<file path="src/rtl/core/base64_stream_encoder_defines.svh">
// Assertion macros shared by the Base64 encoder RTL.
// Depends on nothing; included by the files that carry assertions.
`ifndef BASE64_STREAM_ENCODER_DEFINES_SVH
`define BASE64_STREAM_ENCODER_DEFINES_SVH

// The consequent must hold in the same cycle as the antecedent.
`define B64E_ASSERT_SAME(label, clk, rstn, ante, cons) \
    label: assert property (@(posedge clk) disable iff (!(rstn)) (ante) |-> (cons)) \
        else $error("Base64 encoder check failed.");

// The consequent must hold in the cycle after the antecedent.
`define B64E_ASSERT_NEXT(label, clk, rstn, ante, cons) \
    label: assert property (@(posedge clk) disable iff (!(rstn)) (ante) |=> (cons)) \
        else $error("Base64 encoder check failed.");

`endif

</file>
<file path="src/rtl/core/b64e_pkg.sv">
// Types, constants and the symbol lookup for the Base64 stream encoder.
// Depends on nothing; used by all encoder modules.
package b64e_pkg;

    localparam int QDEPTH = 2;

    localparam logic [1:0] PHASE_0 = 2'd0;
    localparam logic [1:0] PHASE_1 = 2'd1;
    localparam logic [1:0] PHASE_2 = 2'd2;

    localparam logic [7:0] PAD_CHAR = 8'h3D;

    typedef struct packed {
        logic       pad;
        logic [5:0] idx;
    } slot_t;

    typedef struct packed {
        slot_t [3:0] slots;
        logic  [1:0] last_slot;
        logic        last;
    } cmd_t;

    function automatic logic [7:0] sym_char(input slot_t s);
        logic [7:0] v;
        v = {2'b00, s.idx};
        if (s.pad) begin
            return PAD_CHAR;
        end else if (s.idx < 6'd26) begin
            return 8'(8'd65 + v);
        end else if (s.idx < 6'd52) begin
            return 8'(8'd71 + v);
        end else if (s.idx < 6'd62) begin
            return 8'(v - 8'd4);
        end else if (s.idx == 6'd62) begin
            return 8'h2B;
        end else begin
            return 8'h2F;
        end
    endfunction

endpackage

</file>
<file path="src/rtl/core/b64e_front.sv">
// Front end of the Base64 encoder: accepts bytes, tracks the group position
// and the held bits, and turns each byte into a character command.
// Depends on b64e_pkg.
`include "base64_stream_encoder_defines.svh"

module b64e_front (
    input  logic            aclk,
    input  logic            aresetn,
    input  logic            s_valid,
    output logic            s_ready,
    input  logic [7:0]      s_data_byte,
    input  logic            s_end_of_message,
    input  logic            q_full,
    output logic            q_push,
    output b64e_pkg::cmd_t  q_cmd
);

    logic [1:0] phase_reg, phase_next;
    logic [3:0] left_reg, left_next;

    assign s_ready = !q_full;
    assign q_push  = s_valid && !q_full;

    always_comb begin
        q_cmd      = '0;
        phase_next = phase_reg;
        left_next  = left_reg;
        case (phase_reg)
            b64e_pkg::PHASE_1: begin
                q_cmd.slots[0].idx = {left_reg[1:0], s_data_byte[7:4]};
                q_cmd.slots[1].idx = {s_data_byte[3:0], 2'b00};
                q_cmd.slots[2].pad = 1'b1;
                q_cmd.last_slot    = s_end_of_message ? 2'd2 : 2'd0;
                phase_next         = b64e_pkg::PHASE_2;
                left_next          = s_data_byte[3:0];
            end
            b64e_pkg::PHASE_2: begin
                q_cmd.slots[0].idx = {left_reg, s_data_byte[7:6]};
                q_cmd.slots[1].idx = s_data_byte[5:0];
                q_cmd.last_slot    = 2'd1;
                phase_next         = b64e_pkg::PHASE_0;
                left_next          = 4'd0;
            end
            default: begin
                q_cmd.slots[0].idx = s_data_byte[7:2];
                q_cmd.slots[1].idx = {s_data_byte[1:0], 4'b0000};
                q_cmd.slots[2].pad = 1'b1;
                q_cmd.slots[3].pad = 1'b1;
                q_cmd.last_slot    = s_end_of_message ? 2'd3 : 2'd0;
                phase_next         = b64e_pkg::PHASE_1;
                left_next          = {2'b00, s_data_byte[1:0]};
            end
        endcase
        q_cmd.last = s_end_of_message;
        if (s_end_of_message) begin
            phase_next = b64e_pkg::PHASE_0;
            left_next  = 4'd0;
        end
    end

    always_ff @(posedge aclk) begin
        if (!aresetn) begin
            phase_reg <= b64e_pkg::PHASE_0;
            left_reg  <= 4'd0;
        end else if (q_push) begin
            phase_reg <= phase_next;
            left_reg  <= left_next;
        end
    end

    `B64E_ASSERT_SAME(a_phase_legal, aclk, aresetn, 1'b1, phase_reg != 2'd3)
    `B64E_ASSERT_SAME(a_left_clear_at_start, aclk, aresetn,
        phase_reg == b64e_pkg::PHASE_0, left_reg == 4'd0)
    `B64E_ASSERT_SAME(a_left_two_bits, aclk, aresetn,
        phase_reg == b64e_pkg::PHASE_1, left_reg[3:2] == 2'b00)

endmodule

</file>
<file path="src/rtl/core/b64e_queue.sv">
// Short command queue between the encoder front end and back end.
// Depends on b64e_pkg.
`include "base64_stream_encoder_defines.svh"

module b64e_queue (
    input  logic            aclk,
    input  logic            aresetn,
    input  logic            push,
    input  b64e_pkg::cmd_t  push_cmd,
    output logic            full,
    input  logic            pop,
    output logic            q_valid,
    output b64e_pkg::cmd_t  q_cmd
);

    localparam int PW = (b64e_pkg::QDEPTH > 1) ? $clog2(b64e_pkg::QDEPTH) : 1;
    localparam int CW = $clog2(b64e_pkg::QDEPTH + 1);
    localparam logic [PW-1:0] PTR_LAST = PW'(b64e_pkg::QDEPTH - 1);
    localparam logic [CW-1:0] CNT_FULL = CW'(b64e_pkg::QDEPTH);

    b64e_pkg::cmd_t  entry_reg [b64e_pkg::QDEPTH];
    logic [PW-1:0]   wr_ptr_reg, rd_ptr_reg;
    logic [CW-1:0]   count_reg;
    logic            do_push, do_pop;

    assign full    = count_reg == CNT_FULL;
    assign q_valid = count_reg != '0;
    assign q_cmd   = entry_reg[rd_ptr_reg];
    assign do_push = push && !full;
    assign do_pop  = pop && q_valid;

    always_ff @(posedge aclk) begin
        if (do_push) begin
            entry_reg[wr_ptr_reg] <= push_cmd;
        end
    end

    always_ff @(posedge aclk) begin
        if (!aresetn) begin
            wr_ptr_reg <= '0;
            rd_ptr_reg <= '0;
            count_reg  <= '0;
        end else begin
            if (do_push) begin
                wr_ptr_reg <= (wr_ptr_reg == PTR_LAST) ? '0 : PW'(wr_ptr_reg + 1'b1);
            end
            if (do_pop) begin
                rd_ptr_reg <= (rd_ptr_reg == PTR_LAST) ? '0 : PW'(rd_ptr_reg + 1'b1);
            end
            if (do_push && !do_pop) begin
                count_reg <= CW'(count_reg + 1'b1);
            end else if (do_pop && !do_push) begin
                count_reg <= CW'(count_reg - 1'b1);
            end
        end
    end

    `B64E_ASSERT_SAME(a_count_bound, aclk, aresetn, 1'b1, count_reg <= CNT_FULL)

endmodule

</file>
<file path="src/rtl/core/b64e_back.sv">
// Back end of the Base64 encoder: takes character commands from the queue
// and emits one character per cycle, while m_ready allows, through a registered output.
// Depends on b64e_pkg.
`include "base64_stream_encoder_defines.svh"

module b64e_back (
    input  logic            aclk,
    input  logic            aresetn,
    input  logic            q_valid,
    input  b64e_pkg::cmd_t  q_cmd,
    output logic            q_pop,
    output logic            m_valid,
    input  logic            m_ready,
    output logic [7:0]      m_out_char,
    output logic            m_last_char
);

    b64e_pkg::cmd_t cmd_reg;
    logic           busy_reg;
    logic [1:0]     slot_reg;
    logic           valid_reg;
    logic [7:0]     char_reg;
    logic           last_reg;
    logic           emit, done;

    assign emit  = busy_reg && (!valid_reg || m_ready);
    assign done  = emit && (slot_reg == cmd_reg.last_slot);
    assign q_pop = q_valid && (!busy_reg || done);

    always_ff @(posedge aclk) begin
        if (!aresetn) begin
            busy_reg <= 1'b0;
            slot_reg <= 2'd0;
        end else if (q_pop) begin
            busy_reg <= 1'b1;
            slot_reg <= 2'd0;
        end else if (done) begin
            busy_reg <= 1'b0;
        end else if (emit) begin
            slot_reg <= 2'(slot_reg + 1'b1);
        end
    end

    always_ff @(posedge aclk) begin
        if (q_pop) begin
            cmd_reg <= q_cmd;
        end
    end

    always_ff @(posedge aclk) begin
        if (!aresetn) begin
            valid_reg <= 1'b0;
        end else if (emit) begin
            valid_reg <= 1'b1;
        end else if (m_ready) begin
            valid_reg <= 1'b0;
        end
    end

    always_ff @(posedge aclk) begin
        if (emit) begin
            char_reg <= b64e_pkg::sym_char(cmd_reg.slots[slot_reg]);
            last_reg <= cmd_reg.last && done;
        end
    end

    assign m_valid     = valid_reg;
    assign m_out_char  = char_reg;
    assign m_last_char = last_reg;

    `B64E_ASSERT_SAME(a_slot_in_range, aclk, aresetn, busy_reg, slot_reg <= cmd_reg.last_slot)
    `B64E_ASSERT_NEXT(a_idle_after_done, aclk, aresetn, done && !q_pop, !busy_reg)

endmodule

</file>
<file path="src/rtl/core/base64_stream_encoder.sv">
// Top level of the Base64 stream encoder (standard alphabet, '=' padding).
// Depends on b64e_pkg, b64e_front, b64e_queue and b64e_back.
//
// Bytes enter on the s_ channel and Base64 characters leave on the m_ channel,
// one character per cycle while m_ready allows. A byte yields one or two
// characters, so a full three-byte group yields four characters. A byte
// marked end_of_message yields up to four characters, the last one flagged by
// m_last_char. The output character register sets the rate; a two-entry
// command queue lets the input keep accepting while characters drain. A byte's
// command is registered in the queue and then in the back-end command register.
module base64_stream_encoder (
    input  logic       aclk,
    input  logic       aresetn,
    input  logic       s_valid,
    output logic       s_ready,
    input  logic [7:0] s_data_byte,
    input  logic       s_end_of_message,
    output logic       m_valid,
    input  logic       m_ready,
    output logic [7:0] m_out_char,
    output logic       m_last_char
);

    b64e_pkg::cmd_t push_cmd;
    b64e_pkg::cmd_t head_cmd;
    logic           q_full, q_push, q_valid, q_pop;

    b64e_front u_front (
        .aclk             (aclk),
        .aresetn          (aresetn),
        .s_valid          (s_valid),
        .s_ready          (s_ready),
        .s_data_byte      (s_data_byte),
        .s_end_of_message (s_end_of_message),
        .q_full           (q_full),
        .q_push           (q_push),
        .q_cmd            (push_cmd)
    );

    b64e_queue u_queue (
        .aclk     (aclk),
        .aresetn  (aresetn),
        .push     (q_push),
        .push_cmd (push_cmd),
        .full     (q_full),
        .pop      (q_pop),
        .q_valid  (q_valid),
        .q_cmd    (head_cmd)
    );

    b64e_back u_back (
        .aclk        (aclk),
        .aresetn     (aresetn),
        .q_valid     (q_valid),
        .q_cmd       (head_cmd),
        .q_pop       (q_pop),
        .m_valid     (m_valid),
        .m_ready     (m_ready),
        .m_out_char  (m_out_char),
        .m_last_char (m_last_char)
    );

endmodule
</file>
<file path="config.mk">
export PLATFORM = sky130hd
export DESIGN_NAME = base64_stream_encoder
export DESIGN_NICKNAME = d
export VERILOG_FILES = /design/src/rtl/core/b64e_pkg.sv /design/src/rtl/core/b64e_front.sv /design/src/rtl/core/b64e_queue.sv /design/src/rtl/core/b64e_back.sv /design/src/rtl/core/base64_stream_encoder.sv
export VERILOG_INCLUDE_DIRS = /design/src /design/src/rtl/core
export SDC_FILE = /design/constraint.sdc
export NUM_CORES = 1
export LEC_CHECK = 0
export BUFFER_PORTS_ARGS = -buffer_cell sky130_fd_sc_hd__buf_2
export CORE_ASPECT_RATIO = 2
export CORE_MARGIN = 1
export CORE_UTILIZATION = 56
export DETAILED_ROUTE_END_ITERATION = 8
export HOLD_SLACK_MARGIN = 0.1
export PLACE_DENSITY = 0.74
export SETUP_SLACK_MARGIN = 0.05
export SLEW_MARGIN = 20
export SYNTH_ARGS = -nofsm -noshare
export SYNTH_HDL_FRONTEND = slang
export SYNTH_HIERARCHICAL = 1
export SYNTH_SLANG_ARGS = --single-unit
</file>
<file path="constraint.sdc">
create_clock -name aclk -period 3.8 [get_ports aclk]
set_input_delay 0.38 -clock aclk [delete_from_list [all_inputs] [get_ports aclk]]
set_output_delay 0.38 -clock aclk [all_outputs]
set_load 0.02 [all_outputs]
</file>
Word level (Yosys, flattened, before mapping) --
Memory sizes are Yosys's and may differ from the RTL's. A register that Yosys moved wholly into a read port is not among the register bits. Index checks and enable logic that the tools add are counted. Widths: inputs -> output; s select.
Operators by class: $add $sub $neg 8, order comparisons 4, equality and inequality tests 5, muxes and demuxes 26, bitwise operators 2, reduce and logical (&&, ||, !) cells 23
Operators with widths (number):
- $mux 8 | 3
- $add 7x6->8 const A | 2
- $pmux 8 s2 | 1
- $bmux 7 s2 | 1
- $lt 6x6->1 const B | 2
- $pmux 6 s2 | 1
- $mux 1 | 10
- $mux 2 | 5
- $logic_and 1x1->1 | 9
- $pmux 4 s2 | 1
- $reduce_bool 2->1 | 4
- $mux 7 | 1
- $sub 6x3->7 const B | 1
- $eq 6x6->1 const B | 1
- $lt 6x5->1 const B | 1
- $logic_not 1->1 | 5
- $add 2x1->2 const B | 2
- $eq 2x2->1 const B | 2
- $mux 4 | 1
- $pmux 2 s2 | 1
- $reduce_or 2->1 | 2
- $lt 2x3->1 const B | 1
- $mux 3 | 1
- $add 1x1->1 const B | 2
- 6 further kinds | 8
Storage, ports and cells: register bits 37, memory bits (writable) 34, input bits 13, output and inout bits 11, logic and storage cells 83, memories 1
Memory list:
- u_queue.entry_reg | words 2, width 17, rd ports 1, clocked after Yosys merged registers in 1, write ports 1, line b64e_queue.sv:21 | b64e_pkg::cmd_t entry_reg [b64e_pkg::QDEPTH];

Logic depth before layout (Yosys ltp) --
Gate-level depths: netlist of the first run.
depth after elaboration 10, depth in mapped cells 11

Hierarchy --
The synthesis of the first run kept the hierarchy.
Modules (own cells, without submodules):
- b64e_queue | times used 1, cells an instance 121, area an instance 2462.4 µm²
- b64e_back | times used 1, cells an instance 134, area an instance 1971.9 µm²
- b64e_front | times used 1, cells an instance 85, area an instance 645.6 µm²

Worst setup path before layout of the first run --
OpenSTA, ideal clock, no wires.
path type register -> register, start register u_back.valid_reg (netlist: u_back/m_valid), end register u_queue.count_reg[1], arrival time 3.904 ns, path slack -0.174 ns, stages on the path, launching flop included 9, clock period less this slack 3.974 ns, path through dfxtp_1 > nor2b_1 > nor2b_1 > a21boi_0 > nor2_1 > o21ai_1 > ha_1 > or3_1 > a21boi_1
Between the ends: word-level cells in the longest chain between the ends 10, elaborated cells on any way between the ends 12, those cells by class 1 x mux; 11 x reduce/logical
RTL lines:
- start, declared | line b64e_back.sv:21 | logic valid_reg;
- start signal, assigned | line b64e_back.sv:52 | valid_reg <= 1'b0;
- start signal, assigned | line b64e_back.sv:54 | valid_reg <= 1'b1;
- start signal, assigned | line b64e_back.sv:56 | valid_reg <= 1'b0;
- $logic_not 1->1 * | line b64e_back.sv:26 | assign emit = busy_reg && (!valid_reg || m_ready);
- $logic_or 1x1->1 * | line b64e_back.sv:26
- $logic_and 1x1->1 * | line b64e_back.sv:26
- named net u_back.emit | line b64e_back.sv:24 | logic emit, done;
- $logic_and 1x1->1 * | line b64e_back.sv:27 | assign done = emit && (slot_reg == cmd_reg.last_slot);
- $logic_or 1x1->1 * | line b64e_back.sv:28 | assign q_pop = q_valid && (!busy_reg || done);
- $logic_and 1x1->1 * | line b64e_back.sv:28
- named net q_pop | line base64_stream_encoder.sv:26 | logic q_full, q_push, q_valid, q_pop;
- $logic_and 1x1->1 * | line b64e_queue.sv:30 | assign do_pop = pop && q_valid;
- $logic_not 1->1 | line b64e_queue.sv:50 | if (do_push && !do_pop) begin
- $logic_and 1x1->1 | line b64e_queue.sv:50
- $mux 2 / $reduce_bool 2->1 (equally long branches)
- end signal, assigned | line b64e_queue.sv:51 | count_reg <= CW'(count_reg + 1'b1);
- end signal, assigned | line b64e_queue.sv:53 | count_reg <= CW'(count_reg - 1'b1);
- end, declared | line b64e_queue.sv:23 | logic [CW-1:0] count_reg;
The timed path passes the listed nets; every way through them passes the cells marked *. A chain may end at the register's enable or synchronous reset.

Worst setup path after layout of the first run --
start register u_back.slot_reg[0], end register u_back.char_reg[2] (netlist: u_back/m_out_char[2]), data pin
Between the ends: word-level cells in the longest chain between the ends 7, elaborated cells on any way between the ends 13, those cells by class 3 x add/sub; 3 x order compare; 1 x eq/ne; 6 x mux
RTL lines:
- start, declared | line b64e_back.sv:20 | logic [1:0] slot_reg;
- start signal, assigned | line b64e_back.sv:40 | slot_reg <= 2'(slot_reg + 1'b1);
- $bmux 7 s2 * | line b64e_back.sv:62 | char_reg <= b64e_pkg::sym_char(cmd_reg.slots[slot_reg]);
- $mux 7 (implied by the code) * | line b64e_back.sv:62
- parallel branches: the longest is 5 deep, another holds $sub 6x3->7
- end signal, assigned | line b64e_back.sv:62
- end, declared | line b64e_back.sv:22 | logic [7:0] char_reg;
Every way passes the cells marked *. The select of a mux whose other input is x is not followed.

==> results of run 1 <==
## worst register-to-register path, cell delays in order (launching register included)
cell,delay (ns)
dfxtp_1,0.49
buf_4,0.25
mux4_2,0.57
inv_1,0.16
ha_1,0.23
nand2_1,0.07
o221ai_1,0.30
a21oi_2,0.20
a211o_1,0.27
a221o_1,0.28
## routing by layer
metal	share of wire, %	GRT usage [%]	wire length (um)
met4	3.0	10.7	252
met3	3.4	5.60	289
met5	0	0	0
met2	56	37.3	4770
met1	37	18.6	3180
## through the flow
step           hold WS (ns)  cells
2_1_floorplan         0.448    353
6_report              0.248    488
4_1_cts               0.232    488
5_1_grt               0.255    488
3_5_place_dp          0.473    456
3_3_place_gp          0.458    456
## path summary, 6_finish.rpt
path | from | to | slack [ns]
min reg2reg | u_back/busy_reg | u_back/m_valid | 0.48
max | u_back/slot_reg[0] | u_back/m_out_char[2] | 0.72
max reg2reg | u_back/slot_reg[0] | u_back/m_out_char[2] | 0.72
min | s_data_byte[3] | u_front/left_reg[3] | 0.25
## synth_stat cells (all sizes together)
cell    instances
a211o           2
a21boi          6
a21oi           6
a221o           1
a221oi          1
a22oi          11
a31o            1
a31oi           1
a32o            2
and2            5
and3            3
buf            23
clkbuf          3
conb            1
dfxtp          15
edfxtp        102
ha              9
inv            15
mux2           32
mux2i           3
mux4            7
nand2          17
nand2b          6
nand3           8
nand3b          4
nand4           1
nor2           13
nor2b           2
nor3            2
nor4b           1
o211ai          1
o21a            4
o21ai          16
o221ai          1
o311ai          1
or2             5
or3             2
xnor2           2
xor2            5
## logic make-up (layout without fill, tap and decap cells)
kind of cell | after synthesis | after routing | share of synthesized area (%)
flops | 117 | 117 | 66.2
simple gates | 69 | 69 | 7.61
compound gates | 54 | 54 | 7.32
mux | 42 | 42 | 10.8
buf+inv | 41 | 76 | 4.58
fa+ha+maj | 9 | 9 | 2.22
xor+xnor | 7 | 7 | 1.21
other cells | 1 | 14 | 0.0738
## final cells by class
type                    instances  area share, %
flip-flops and latches        117           58.1
multi-input cells             195           26.6
clock buffers                  25           8.39
repair buffers                 29           2.77
well taps                     100           2.16
clock inverters                 7          0.973
inverters                      15          0.973
## power groups by stage
stage	clock network [mW]	registers (mW)	logic (mW)
finish	1.43	2.00	1.41
global route	1.52	2.02	1.55
CTS	1.46	2.00	1.42
detailed placement	0	2.01	1.40
global placement	0	2.00	1.36
floorplan	0	2.03	1.03
==> reports/metrics.yaml, run 1 <==
status: "finished clean"
synth.distinct_cells: 49
start_kind: "flip-flop"
cp.depth: 9
rows: 48
finalSetupViolCount: 0
r2r_cells: 9
final_cell_mix: "102 x edfxtp_1, 32 x mux2_2, 23 x buf_2"
post_cts_buffers: 0
layout_commonest_cell: "edfxtp_1"
chipHeight_um: 137
power.density_nw_per_um2: 836
port_buffers: 23
fin_skew_ns: 0.00643
dr.pass1.iters: 4
p_sw_share_pct: 30.3
finalSetupTns_ns: 0
num_io_pins: 24
ys_ff_latch: 117
area_delta_synth_final_pct: 13.9
holdCritPathClass: "in -> reg"
holdPathStages: 2
grt_pass1_wl_um: 13700
post_drt_wl_per_cell_um: 17.4
grt_pass1_vias: 2898
syn_area_sq_um: 5080
drt-total-wl_um: 8490
antenna_found_initial: 0
p_clk_share_pct: 29.6
cp_top_family: "compound AO/OA/AOI/OAI gates"
yosys_warnings: 6
drt_iter0_markers: 136
layout.nets: 397
seq_area_frac_synth_pct: 66.2
worst_ep_arrival_time_ns: 3.23
ctsHoldBuffers: 0
gr-total-overflow: 0
final.min_clock_period_ns: 3.08
fillCellCount: 606
cts_buffer_depth: 2
cp_slowest_cell: "mux4_2"
crit_buf_inv: 2
worstPathCellList: "buf_4 -> mux4_2 -> inv_1 -> ha_1 -> nand2_1 -> o221ai_1 -> a21oi_2 -> a211o_1 -> a221o_1"
netlist_top_cells_area: "edfxtp_1 60%, mux2_2 7.1%, dfxtp_1 5.9%, mux4_2 3.1%, buf_4 2.2%"
finish.utilization_pct: 66.5
clk_pin_slew_ns: 0.05
numClockSinks: 117
track_usage_pct: 19.7
switchingPower_mw: 1.46
cts_buffers: 17
hold_viol_final: 0
htreeDepth: 4
slowest_delay_ns: 0.57
viasPerCell: 5.64
vias: 2750
intPower_mw: 3.37
ctsResizeCount: 0
largest_reg_flops: 62
cp-end-kind: "flip-flop"
dieArea_sq_um: 9480
finalMaxSlewViolations: 0
synth_area_leader_cell: "edfxtp_1"
pwr-share-comb_pct: 29.2
worstMarginPinSlew_ns: 0.631
placeableCoreArea_sq_um: 8710
drcViolationCount: 0
gp_congestion: 0.986
vdd_drop_max_v: 0.000516
dpl_cell_area_sq_um: 5250
seqCellArea_sq_um: 3360
fp.dieW_um: 69.3
antennaDiodeCount: 0
multiInputGateArea_sq_um: 1540
timing.slew.headroom_pct: 58.0
postRouteAntennaNets: 0
fin_crit_sh_pct: 81.0
insertion_delay_ns: 0.40
final_area_sq_um: 5790
avgSynthCellArea_sq_um: 14.9
drive_gt1_share_pct: 27.3
cap_violations: 0
rsz0062_at_grt: "false"
p_total_mw: 4.84
pre_cts_ws_ns: 0.762
worstPathRequired_ns: 3.95
post-dp-hpwl_um: 5570
grt_max_degree: 32
seqPwrFrac_pct: 41.2
tritoncts: "built"
start_util_pct: 58.3
synth_top_cell_area_share_pct: 60.3
worst-setup-path-type: "reg -> reg"
fmaxAchievable_ghz: 0.325
postSynthCellCount: 340
p_leak_nw: 2.05
clock-root-buffer: "clkbuf_16"
cp_max_fo: 10
setup_slack_ns: 0.723
No activity file was read; power rests on OpenSTA's default activity.
==> inputs of run 2 (changes only) <==
- clock period: 3.8 -> 2.5 ns (I/O delays scaled with it)
==> run 2 against run 1 <==
  * Cell area grew 5.3%
  * Count of clock-buffer cells in the layout decreased by 8
  * Combinational power is 84% higher
  * Final cell count rose by 2.5%
  * Clock skew increased by 0.0054 ns
  * Die area did not move
  * Core utilization up 3.5 points
  * Maximum frequency rose by 26%
==> reports/metrics.yaml, run 2 (synthesized netlist as in run 1, its figures left out) <==
vdd_drop_max_v: 0.000942
placed_cells: 457
cp_slowest_cell: "mux4_2"
track_usage_pct: 20.0
grt_pass1_wl_um: 13800
finalSetupViolCount: 0
fmaxAchievable_ghz: 0.410
num_io_pins: 24
port_buffers: 23
worstMarginPinSlew_ns: 0.663
worst_ep_arrival_time_ns: 2.59
viasPerCell: 5.69
dr.pass1.iters: 4
clk_pin_slew_ns: 0.05
tritoncts: "built"
hold_viol_final: 0
cts_buffer_depth: 2
postRouteAntennaNets: 0
post-dp-hpwl_um: 5790
start_util_pct: 58.3
drive_gt1_share_pct: 34.5
met2_usage_pct: 37.1
cap_violations: 0
worstPathRequired_ns: 2.65
finalSetupTns_ns: 0
cp-end-kind: "flip-flop"
fin_skew_ns: 0.0119
placeableCoreArea_sq_um: 8710
cp_top_family: "compound AO/OA/AOI/OAI gates"
globalRouteMet1Util_pct: 17.5
layout.nets: 409
power.density_nw_per_um2: 1340
worst-setup-path-type: "reg -> reg"
insertion_delay_ns: 0.41
grt_use_met3_pct: 6.63
crit_buf_inv: 2
final_cell_mix: "102 x edfxtp_1, 32 x mux2_2, 23 x buf_2"
largest_reg_flops: 62
fp.dieW_um: 69.3
finish.utilization_pct: 70.0
rsz0062_at_grt: "true"
grt-busiest-layer: "met2"
rows: 48
grt_pass1_vias: 2971
timing.slew.headroom_pct: 55.8
layout_commonest_cell: "edfxtp_1"
setup_slack_ns: 0.0615
antenna_found_initial: 0
fin_crit_sh_pct: 97.5
numClockSinks: 117
vias: 2845
cts_buffers: 17
drcViolationCount: 0
grt_max_degree: 32
post_drt_wl_per_cell_um: 17.7
htreeDepth: 4
worstPathCellList: "mux4_2 -> buf_4 -> ha_4 -> inv_4 -> o221ai_4 -> a21oi_4 -> mux2i_1 -> a221o_1"
antennaDiodeCount: 0
drt-total-wl_um: 8860
chipHeight_um: 137
finalMaxSlewViolations: 0
gr-total-overflow: 0
status: "finished clean"
final.min_clock_period_ns: 2.44
dieArea_sq_um: 9480
drt_iter0_markers: 112
pre_cts_ws_ns: -0.0183
holdCritPathClass: "in -> reg"
gp_congestion: 0.880
p_total_mw: 8.19
cp_max_fo: 7
p_leak_nw: 2.17
area_delta_synth_final_pct: 20.0
start_kind: "flip-flop"
slowest_delay_ns: 0.55
clock-root-buffer: "clkbuf_16"
layout.cells.non_filler: 500
run 2: cell count changes in the layout (fill, tap and decap cells not counted), moves of 3 or more:
cell,previous run,this run
buf_4,6,15
clkbuf_1,5,0
bufinv_16,1,5
clkbuf_8,3,0
ha_1,9,6
inv_1,12,9
run 2: final cells by class:
class / instances / area [sq um]
flip-flops and latches: 117 / 3370
inverters: 15 / 61.3
multi-input cells: 195 / 1640
clock inverters: 15 / 210
well taps: 100 / 125
clock buffers: 17 / 425
repair buffers: 41 / 269
fillers: 545 / 2620
run 2: per-stage QoR:
stage                     cell area (sq um)  hold slack (ns)
after floorplan                        5200            0.368
after global placement                 5330            0.471
after detailed placement               5330            0.479
after CTS                              6020            0.102
after global routing                   6090            0.117
final                                  6090            0.115
run 2: final timing paths:
path	start	end	slack (ns)	depth (start not counted)
worst max-delay path	u_back/slot_reg[0]	u_back/m_out_char[2]	0.06	8
worst min-delay path	s_data_byte[2]	u_front/left_reg[2]	0.11	2
worst max register to register	u_back/slot_reg[0]	u_back/m_out_char[2]	0.06	8
worst min register to register	u_front/left_reg[0]	u_front/left_reg[0]	0.49	2
run 2: report_power, final:
part           switching [mW]  internal [mW]  leakage [nW]
registers               0.186           2.85          1.07
clock network           0.808           1.75         0.308
logic                    1.49           1.10         0.792
total                    2.49           5.71          2.17
run 2: per-layer routing:
| layer | up-vias | part of all wire (%) |
|---|---|---|
| met5 | - | 0 |
| met2 | 88 | 57 |
| li1 | 1344 | - |
| met4 | 0 | 3.4 |
| met1 | 1391 | 36 |
| met3 | 22 | 3.5 |
run 2: what timing repair did:
item / 4_1_cts / 5_1_grt
hold buffers: 1 / 0
endpoints found under the setup margin: 2 / 3
resized for setup: 6 / 8
endpoints found under the hold margin: 1 / 0
setup buffers: 5 / 5
cloned: 0 / 0
pin swaps: 2 / 4
